$ cat src/rtl/ftt_pkg.sv
// ----------------------------------------------------------------------------
// ftt_pkg
// Shared types and constants of the finish termination tracker.
// ----------------------------------------------------------------------------
package ftt_pkg;

	localparam int PLACE_W     = 4;
	localparam int FIELD_CNT_W = 16;
	localparam int CFG_IDX_W   = 2;
	localparam int CFG_DATA_W  = 4;
	localparam int IN_TDATA_W  = 24;
	localparam int OUT_TDATA_W = 24;

	typedef enum logic [1:0] {
		ACT_LOCAL_SPAWN  = 2'd0,
		ACT_LOCAL_DONE   = 2'd1,
		ACT_REMOTE_SPAWN = 2'd2,
		ACT_REMOTE_ACK   = 2'd3
	} action_t;

	typedef enum logic [1:0] {
		ERR_NONE      = 2'd0,
		ERR_UNDERFLOW = 2'd1,
		ERR_ACK_OVER  = 2'd2,
		ERR_RETIRED   = 2'd3
	} err_t;

	localparam logic [CFG_IDX_W-1:0] REG_HERE   = 2'd0;
	localparam logic [CFG_IDX_W-1:0] REG_ROOT   = 2'd1;
	localparam logic [CFG_IDX_W-1:0] REG_PARENT = 2'd2;

endpackage

$ cat src/rtl/ftt_count_mem.sv
// ----------------------------------------------------------------------------
// ftt_count_mem
// Per-place incoming count memory with seen bits. One registered read and
// one write per cycle; a never-seen entry reads as zero, and a write to the
// entry read in the same cycle is forwarded.
// ----------------------------------------------------------------------------
module ftt_count_mem #(
	parameter int DEPTH  = 16,
	parameter int DATA_W = 16
) (
	input  logic                     clk,
	input  logic                     arst_n,
	input  logic                     re,
	input  logic [$clog2(DEPTH)-1:0] ra,
	input  logic                     we,
	input  logic [$clog2(DEPTH)-1:0] wa,
	input  logic [DATA_W-1:0]        wd,
	input  logic                     mark,
	output logic                     rd_seen,
	output logic [DATA_W-1:0]        rd_data
);

	localparam int AW = $clog2(DEPTH);

	logic [DATA_W-1:0] mem [DEPTH];
	logic [DATA_W-1:0] rd_q;
	logic [DATA_W-1:0] fwd_data_q;
	logic [AW-1:0]     ra_q;
	logic              fwd_q;
	logic [DEPTH-1:0]  seen_q;

	always_ff @(posedge clk) begin
		if (we) begin
			mem[wa] <= wd;
		end
		if (re) begin
			rd_q       <= mem[ra];
			ra_q       <= ra;
			fwd_data_q <= wd;
		end
	end

	always_ff @(posedge clk or negedge arst_n) begin
		if (!arst_n) begin
			seen_q <= '0;
			fwd_q  <= 1'b0;
		end else begin
			if (we && mark) begin
				seen_q[wa] <= 1'b1;
			end
			if (re) begin
				fwd_q <= we && (wa == ra);
			end
		end
	end

	assign rd_seen = seen_q[ra_q];
	assign rd_data = fwd_q ? fwd_data_q : (rd_seen ? rd_q : '0);

endmodule

$ cat src/rtl/finish_termination_tracker_unit.sv
// ----------------------------------------------------------------------------
// finish_termination_tracker_unit
// Termination tracking of one distributed finish scope at one node.
// ----------------------------------------------------------------------------
// Spawn, destroy and ack events are taken one per cycle while the output
// register has room: the count memory is read when an item is accepted and
// updated when the item is processed, with a write-to-read forward between
// back-to-back items. A destroy that brings the local count to zero starts a
// walk over the count memory, one place per cycle unless output backpressure
// stalls it, and input is held until the walk and any parent ack are done.
// Results leave through a single output register.
module finish_termination_tracker_unit #(
	parameter int NUM_PLACES  = 16,
	parameter int COUNT_WIDTH = 16
) (
	input  logic                             clk,
	input  logic                             arst_n,
	input  logic                             s_axis_tvalid,
	output logic                             s_axis_tready,
	input  logic [ftt_pkg::IN_TDATA_W-1:0]   s_axis_tdata,  // place[3:0], count[19:4], zero
	input  logic [1:0]                       s_axis_tuser,  // action
	output logic                             m_axis_tvalid,
	input  logic                             m_axis_tready,
	output logic [ftt_pkg::OUT_TDATA_W-1:0]  m_axis_tdata,  // ack_place[3:0], ack_count[19:4],
	                                                         // terminated[20], retired[21],
	                                                         // error_code[23:22]
	output logic                             m_axis_tuser,  // ack_valid
	output logic                             m_axis_tlast,
	input  logic                             cfg_valid,
	output logic                             cfg_ready,
	input  logic [ftt_pkg::CFG_IDX_W-1:0]    cfg_index,
	input  logic [ftt_pkg::CFG_DATA_W-1:0]   cfg_data
);

	import ftt_pkg::*;

	localparam int IW   = $clog2(NUM_PLACES);
	localparam int PTRW = $clog2(NUM_PLACES + 1);
	localparam int CW   = COUNT_WIDTH;
	localparam int CMW  = (CW > FIELD_CNT_W) ? CW : FIELD_CNT_W;
	localparam int PCW  = (IW > PLACE_W) ? IW : PLACE_W;

	typedef enum logic [1:0] {
		M_RUN,
		M_WALK,
		M_WEND,
		M_PACK
	} mode_t;

	function automatic logic [IW-1:0] place_idx(input logic [PLACE_W-1:0] p);
		logic [PLACE_W:0] v;
		v = {1'b0, p};
		for (int k = 0; k < 8; k++) begin
			if (int'(v) >= NUM_PLACES) begin
				v = v - (PLACE_W + 1)'(NUM_PLACES);
			end
		end
		return IW'(v);
	endfunction

	mode_t                mode_q, mode_d;
	logic                 valid_s1, valid_s1_d;
	action_t              act_s1;
	logic [FIELD_CNT_W-1:0] cnt_s1;
	logic [IW-1:0]        idx_s1;
	logic [CW-1:0]        local_q, local_d;
	logic [CW-1:0]        out_q, out_d;
	logic                 retired_q, retired_d;
	logic [PLACE_W-1:0]   here_q, root_q, parent_q;
	logic [PTRW-1:0]      ptr_q, ptr_d;
	logic                 wv_q, wv_d;
	logic [IW-1:0]        walk_idx_s1, walk_idx_d;
	logic                 pend_valid_q, pend_valid_d;
	logic [PLACE_W-1:0]   pend_place_q, pend_place_d;
	logic [FIELD_CNT_W-1:0] pend_count_q, pend_count_d;

	logic                 m_valid_q;
	logic                 m_ackv_q, m_term_q, m_ret_q, m_last_q;
	logic [PLACE_W-1:0]   m_place_q;
	logic [FIELD_CNT_W-1:0] m_count_q;
	err_t                 m_err_q;

	logic                 push, p_ackv, p_term, p_ret, p_last;
	logic [PLACE_W-1:0]   p_place;
	logic [FIELD_CNT_W-1:0] p_count;
	err_t                 p_err;

	logic                 mem_re, mem_we, mem_mark, rd_seen;
	logic [IW-1:0]        mem_ra, mem_wa;
	logic [CW-1:0]        mem_wd, rd_data;

	logic                 can_push, is_root, need_par, walk_go, in_ready, accept;
	logic                 cand, emit, stall;
	logic [IW-1:0]        par_idx;
	action_t              in_action;
	logic [PLACE_W-1:0]   in_place;
	logic [FIELD_CNT_W-1:0] in_count;

	assign in_action = action_t'(s_axis_tuser);
	assign in_place  = s_axis_tdata[PLACE_W-1:0];
	assign in_count  = s_axis_tdata[PLACE_W +: FIELD_CNT_W];

	assign can_push = !m_valid_q || m_axis_tready;
	assign is_root  = (here_q == root_q);
	assign need_par = (out_q == '0) && !is_root;
	assign par_idx  = place_idx(parent_q);
	assign walk_go  = valid_s1 && !retired_q && (act_s1 == ACT_LOCAL_DONE) &&
	                  (local_q == CW'(1));
	assign in_ready = (mode_q == M_RUN) && (!valid_s1 || (can_push && !walk_go));
	assign accept   = s_axis_tvalid && in_ready;

	assign cand  = wv_q && rd_seen && (PCW'(walk_idx_s1) != PCW'(parent_q));
	assign emit  = cand && (PCW'(walk_idx_s1) != PCW'(here_q));
	assign stall = emit && pend_valid_q && !can_push;

	ftt_count_mem #(
		.DEPTH  (NUM_PLACES),
		.DATA_W (CW)
	) u_mem (
		.clk     (clk),
		.arst_n  (arst_n),
		.re      (mem_re),
		.ra      (mem_ra),
		.we      (mem_we),
		.wa      (mem_wa),
		.wd      (mem_wd),
		.mark    (mem_mark),
		.rd_seen (rd_seen),
		.rd_data (rd_data)
	);

	always_comb begin
		mode_d       = mode_q;
		valid_s1_d   = valid_s1;
		local_d      = local_q;
		out_d        = out_q;
		retired_d    = retired_q;
		ptr_d        = ptr_q;
		wv_d         = wv_q;
		walk_idx_d   = walk_idx_s1;
		pend_valid_d = pend_valid_q;
		pend_place_d = pend_place_q;
		pend_count_d = pend_count_q;
		push         = 1'b0;
		p_ackv       = 1'b0;
		p_place      = '0;
		p_count      = '0;
		p_term       = (out_q == '0);
		p_ret        = need_par;
		p_err        = ERR_NONE;
		p_last       = 1'b1;
		mem_re       = 1'b0;
		mem_ra       = walk_idx_s1;
		mem_we       = 1'b0;
		mem_wa       = idx_s1;
		mem_wd       = '0;
		mem_mark     = 1'b0;

		unique case (mode_q)
			M_RUN: begin
				if (valid_s1 && can_push) begin
					valid_s1_d = 1'b0;
					push       = 1'b1;
					if (retired_q) begin
						p_err = ERR_RETIRED;
					end else begin
						unique case (act_s1)
							ACT_LOCAL_SPAWN: begin
								local_d  = local_q + CW'(1);
								mem_we   = 1'b1;
								mem_wd   = rd_data + CW'(1);
								mem_mark = 1'b1;
							end
							ACT_LOCAL_DONE: begin
								if (local_q == '0) begin
									p_err = ERR_UNDERFLOW;
								end else begin
									local_d = local_q - CW'(1);
									if (walk_go) begin
										push         = 1'b0;
										mode_d       = M_WALK;
										ptr_d        = '0;
										wv_d         = 1'b0;
										pend_valid_d = 1'b0;
									end
								end
							end
							ACT_REMOTE_SPAWN: begin
								out_d = out_q + CW'(1);
							end
							ACT_REMOTE_ACK: begin
								if (CMW'(cnt_s1) > CMW'(out_q)) begin
									p_err = ERR_ACK_OVER;
								end else begin
									out_d = CW'(CMW'(out_q) - CMW'(cnt_s1));
									if (out_d == '0 && local_q == '0 && !is_root) begin
										p_ackv    = 1'b1;
										p_place   = parent_q;
										p_count   = FIELD_CNT_W'(rd_data);
										mem_we    = 1'b1;
										retired_d = 1'b1;
									end
								end
							end
						endcase
					end
					p_term = (local_d == '0) && (out_d == '0);
					p_ret  = retired_d;
				end
				if (accept) begin
					valid_s1_d = 1'b1;
					mem_re     = 1'b1;
					mem_ra     = (in_action == ACT_LOCAL_SPAWN) ? place_idx(in_place) : par_idx;
				end
			end
			M_WALK: begin
				if (!stall) begin
					if (cand) begin
						mem_we = 1'b1;
						mem_wa = walk_idx_s1;
					end
					if (emit) begin
						if (pend_valid_q) begin
							push    = 1'b1;
							p_ackv  = 1'b1;
							p_place = pend_place_q;
							p_count = pend_count_q;
							p_last  = 1'b0;
						end
						pend_valid_d = 1'b1;
						pend_place_d = PLACE_W'(walk_idx_s1);
						pend_count_d = FIELD_CNT_W'(rd_data);
					end
					if (ptr_q != PTRW'(NUM_PLACES)) begin
						mem_re     = 1'b1;
						mem_ra     = ptr_q[IW-1:0];
						walk_idx_d = ptr_q[IW-1:0];
						wv_d       = 1'b1;
						ptr_d      = ptr_q + PTRW'(1);
					end else begin
						wv_d = 1'b0;
						if (!wv_q) begin
							mode_d = M_WEND;
						end
					end
				end
			end
			M_WEND: begin
				if (pend_valid_q) begin
					if (can_push) begin
						push         = 1'b1;
						p_ackv       = 1'b1;
						p_place      = pend_place_q;
						p_count      = pend_count_q;
						p_last       = !need_par;
						pend_valid_d = 1'b0;
						if (!need_par) begin
							mode_d = M_RUN;
						end
					end
				end else if (need_par) begin
					mem_re = 1'b1;
					mem_ra = par_idx;
					mode_d = M_PACK;
				end else if (can_push) begin
					push   = 1'b1;
					mode_d = M_RUN;
				end
			end
			M_PACK: begin
				if (can_push) begin
					push      = 1'b1;
					p_ackv    = 1'b1;
					p_place   = parent_q;
					p_count   = FIELD_CNT_W'(rd_data);
					mem_we    = 1'b1;
					mem_wa    = par_idx;
					retired_d = 1'b1;
					mode_d    = M_RUN;
				end
			end
		endcase
	end

	always_ff @(posedge clk or negedge arst_n) begin
		if (!arst_n) begin
			mode_q       <= M_RUN;
			valid_s1     <= 1'b0;
			local_q      <= '0;
			out_q        <= '0;
			retired_q    <= 1'b0;
			ptr_q        <= '0;
			wv_q         <= 1'b0;
			pend_valid_q <= 1'b0;
			m_valid_q    <= 1'b0;
			here_q       <= '0;
			root_q       <= '0;
			parent_q     <= '0;
		end else begin
			mode_q       <= mode_d;
			valid_s1     <= valid_s1_d;
			local_q      <= local_d;
			out_q        <= out_d;
			retired_q    <= retired_d;
			ptr_q        <= ptr_d;
			wv_q         <= wv_d;
			pend_valid_q <= pend_valid_d;
			if (push) begin
				m_valid_q <= 1'b1;
			end else if (m_axis_tready) begin
				m_valid_q <= 1'b0;
			end
			if (cfg_valid) begin
				case (cfg_index)
					REG_HERE:   here_q   <= cfg_data;
					REG_ROOT:   root_q   <= cfg_data;
					REG_PARENT: parent_q <= cfg_data;
					default: ;
				endcase
			end
		end
	end

	always_ff @(posedge clk) begin
		if (accept) begin
			act_s1 <= in_action;
			cnt_s1 <= in_count;
			idx_s1 <= (in_action == ACT_LOCAL_SPAWN) ? place_idx(in_place) : par_idx;
		end
		walk_idx_s1  <= walk_idx_d;
		pend_place_q <= pend_place_d;
		pend_count_q <= pend_count_d;
		if (push) begin
			m_ackv_q  <= p_ackv;
			m_place_q <= p_place;
			m_count_q <= p_count;
			m_term_q  <= p_term;
			m_ret_q   <= p_ret;
			m_err_q   <= p_err;
			m_last_q  <= p_last;
		end
	end

	assign s_axis_tready = in_ready;
	assign cfg_ready     = 1'b1;
	assign m_axis_tvalid = m_valid_q;
	assign m_axis_tuser  = m_ackv_q;
	assign m_axis_tlast  = m_last_q;
	assign m_axis_tdata  = {m_err_q, m_ret_q, m_term_q, m_count_q, m_place_q};

	a_push_room: assert property (@(posedge clk) disable iff (!arst_n)
		push |-> (!m_valid_q || m_axis_tready))
		else $error("result pushed into a full output register");

	a_accept_run: assert property (@(posedge clk) disable iff (!arst_n)
		(s_axis_tvalid && s_axis_tready) |-> (mode_q == M_RUN))
		else $error("input transfer taken during a walk");

	a_retired_sticky: assert property (@(posedge clk) disable iff (!arst_n)
		retired_q |=> retired_q)
		else $error("retired flag cleared");

	a_pack_parent: assert property (@(posedge clk) disable iff (!arst_n)
		(mode_q == M_PACK) |-> need_par)
		else $error("parent ack without idle non-root state");

endmodule
$ cat config.mk
export PLATFORM = sky130hd
export DESIGN_NAME = finish_termination_tracker_unit
export DESIGN_NICKNAME = d
export VERILOG_FILES = /design/src/rtl/ftt_pkg.sv /design/src/rtl/ftt_count_mem.sv /design/src/rtl/finish_termination_tracker_unit.sv
export SDC_FILE = /design/constraint.sdc
export NUM_CORES = 1
export LEC_CHECK = 0
export ABC_AREA = 1
export BUFFER_PORTS_ARGS = -buffer_cell sky130_fd_sc_hd__buf_2
export CAP_MARGIN = 40
export CORE_ASPECT_RATIO = 0.5
export CORE_MARGIN = 2
export CORE_UTILIZATION = 55
export CTS_CLUSTER_SIZE = 28
export DETAILED_ROUTE_END_ITERATION = 8
export PLACE_DENSITY = 0.76
export SYNTH_ARGS = -nofsm -noshare
export SYNTH_HDL_FRONTEND = slang
export SYNTH_SLANG_ARGS = --single-unit
export TNS_END_PERCENT = 100
$ cat constraint.sdc
create_clock -name clk -period 11.05 [get_ports clk]
set_input_delay 2.21 -clock clk [delete_from_list [all_inputs] [get_ports clk]]
set_output_delay 2.21 -clock clk [all_outputs]
set_load 0.005 [all_outputs]
==> out/metrics.cfg <==
[synth]
syn_inst = 2389
ys_types = 56
synth_ff_type = edfxtp_1
yosysWarnings = 0
postSynthAreaPerCell_um2 = 9.31
ys_seq_area_frac = 0.574
ys_async_sr_fraction = 0.167
synth_seq_cells = 437
synth_edf_count = 364
syn_area_mm2 = 0.0222
synth_nets = 2460

[final_layout]
ff_latch_area_mm2 = 0.0128
fillers = 3242
layout-drive-gt1-share = 0.0975
multi_input_area_mm2 = 0.00817
area_growth_pct = 10.6
design_area_mm2 = 0.0246
diodes = 0
nets = 2502

[timing]
rsz0062_at_grt = no
setup_viol = 0
fin_crit_sh = 0.496
slew_headroom = 0.411
max_clock_freq_ghz = 0.182
period_needed_ns = 5.48
tightest_slew_ns = 0.884
fin_skew_ns = 0.0232
slew_violations = 0
setup_tns_ns = 0
finalHoldViolations = 0

[detailed_routing]
drtPass1Iterations = 6
wl_met3_um = 4590
drtIter0Drc = 2232
avgViaCountPerCell = 5.87
drc = 0
ant_nets = 0
topRoutingLayerUsed = met4
avgRoutedWirePerCell_um = 18.9
wl_met2_um = 27000
m1WireLength_um = 23600
drt-total-wl_um = 56700
vias = 17614

[clock_network]
cts_tree = yes
cts.sinks = 437
cts.htree.levels = 2
clk_transition_reported_paths_ns = 0.07
cts_hold_buf = 0
cts_resized = 0
clk_latency_ns = 0.58
cts_setup_buffers = 0
cts_root_buf = clkbuf_16
numCtsBuffers = 40
clock_path_buffers = 3

[place]
place_area_mm2 = 0.0233
numPortBuffers = 60
dp_hpwl_um = 37000
routabilityCongestion = 0.956

[setup_path]
critPathCaptureType = flop
cp_max_fo = 83
arrival_ns = 5.78
required_ns = 11.34
cp-start-kind = input port
path_class = in -> reg

[floorplanning]
rows = 52
die_h_um = 146
die_w_um = 288
io_pins = 66
dieArea_mm2 = 0.0422
start_util = 0.554
coreArea_mm2 = 0.0401

[grt]
grt_pass1_wl_um = 88900
antenna_found_initial = 0
grt_pass1_vias = 16372
grt_overflow = 0
grt_max_degree = 89
track_usage = 0.269

[pwr]
powerDensity_mw_per_mm2 = 218
ir_drop_mv = 0.118
leakagePower_uw = 0.0101

[run]
drv_cap = 0

[min_path]
min_path_type = reg -> reg

[outcome]
status = finished, final reports clean

## per-layer routing
| metal | track usage | up-vias |
|---|---|---|
| met5 | 0 | - |
| met4 | 0.0863 | 0 |
| met3 | 0.0361 | 132 |
| met2 | 0.436 | 768 |
| met1 | 0.377 | 8363 |
| li1 | - | 8351 |
## metrics by stage
step           setup WS [ns]  hold slack, ns  power (µW)  utilization  std cells
6_report                5.57           0.451        5350        0.613       3002
5_1_grt                 5.34           0.478        5640        0.613       3002
4_1_cts                 5.69           0.453        5330        0.613       3002
3_5_place_dp            5.14           0.437        3890        0.579       2929
3_3_place_gp            4.42           0.433        3820        0.570       2904
2_1_floorplan           5.69           0.421        3410            -       2389
## worst max-delay path, stage by stage
cell	delay, ns
buf_2	0.11
nor2_4	0.24
inv_1	0.16
nor2_1	0.33
nand4_2	0.36
nand2_1	0.17
nand3_1	0.14
nand2_4	0.39
nand2_4	0.32
buf_4	0.33
buf_16	0.24
nand2_1	0.12
nand3_1	0.09
nand3_1	0.16
nand2_1	0.11
nand2_1	0.08
nand2_1	0.12
## registers in the layout, indices dropped and copies added, names as in the netlist, 4 cells and up
signal and cells:
ptr_q 5, pend_place_q 4, walk_idx_s1 4, local_q 16
out_q 16, par_idx 4, root_q 4, u_mem.rd_q 16
u_mem.mem 256, cnt_s1 16, u_mem.fwd_data_q 16, here_q 4
m_count_q 16, m_place_q 4, u_mem.ra_q 4, pend_count_q 16
idx_s1 4, u_mem.seen_q 16
## cell families after synthesis
family	Yosys count	synth area share
AND/OR/NAND/NOR	1299	0.260
flip-flops	437	0.574
XOR/XNOR	27	0.0106
other	1	0.000169
AO/OA/AOI/OAI	275	0.0736
adder cells (fa/ha/maj)	34	0.0195
buffers and inverters	316	0.0623
## Yosys cell counts, types with 13 or more instances
master | count | area (µm²)
o21ai_0 | 117 | 586
buf_4 | 21 | 158
xnor2_1 | 13 | 114
inv_1 | 194 | 728
o22ai_1 | 18 | 113
nor2_1 | 152 | 571
ha_1 | 33 | 413
xor2_1 | 14 | 123
a22oi_1 | 22 | 165
nand4_1 | 35 | 219
edfxtp_1 | 364 | 10900
nand3_1 | 454 | 2270
a21oi_1 | 55 | 275
dfrtp_1 | 73 | 1830
buf_2 | 37 | 185
clkbuf_1 | 33 | 124
nand2_1 | 576 | 2160
nor3_1 | 26 | 130
o211ai_1 | 15 | 113
## cells in the final DEF (no fill, tap or decap), types with 9 or more instances in the layout
cell type and count:
nand2_1 574, clkbuf_1 12, dfrtp_1 73, clkbuf_16 40, a31oi_1 9, nand4_1 35
inv_1 194, a22oi_1 22, xor2_1 14, nor2_2 18, o22ai_1 18, a21oi_1 54
edfxtp_1 364, buf_8 11, xnor2_1 13, nor2_1 141, nand2_2 11, nand3_1 454
o211ai_1 15, buf_2 59, buf_4 33, o21ai_0 116, ha_1 33, nor3_1 25
inv_2 9
## layout make-up
class                           instances  share of cell area
Sequential cell                       437               0.519
Multi-Input combinational cell       1636               0.332
Clock buffer                           52              0.0425
Timing Repair Buffer                  110              0.0357
Inverter                              206              0.0314
Tap cell                              540              0.0275
Clock inverter                         21              0.0123
## final timing paths
check / from / endpoint / slack (ns) / depth (start not counted)
setup / recovery: m_axis_tready / u_mem.rd_q[10]$_DFFE_PP_ / 5.57 / 17
hold / removal: u_mem.seen_q[11]$_DFFE_PN0P_ / u_mem.seen_q[11]$_DFFE_PN0P_ / 0.45 / 2
setup reg to reg: mode_q[0]$_DFFE_PN0P_ / u_mem.mem[14][6]$_DFFE_PP_ / 6.58 / 16
hold reg to reg: u_mem.seen_q[11]$_DFFE_PN0P_ / u_mem.seen_q[11]$_DFFE_PN0P_ / 0.45 / 2
max in group asynchronous: arst_n / out_q[15]$_DFFE_PN0P_ / 8.91 / 2
min in group asynchronous: arst_n / u_mem.seen_q[15]$_DFFE_PN0P_ / 1.56 / 1
## report_power, final
part | internal [µW] | switching [µW]
registers | 1980 | 129
logic | 521 | 1270
clock network | 821 | 635
total | 3320 | 2040
(Power assumes the default switching activity.)
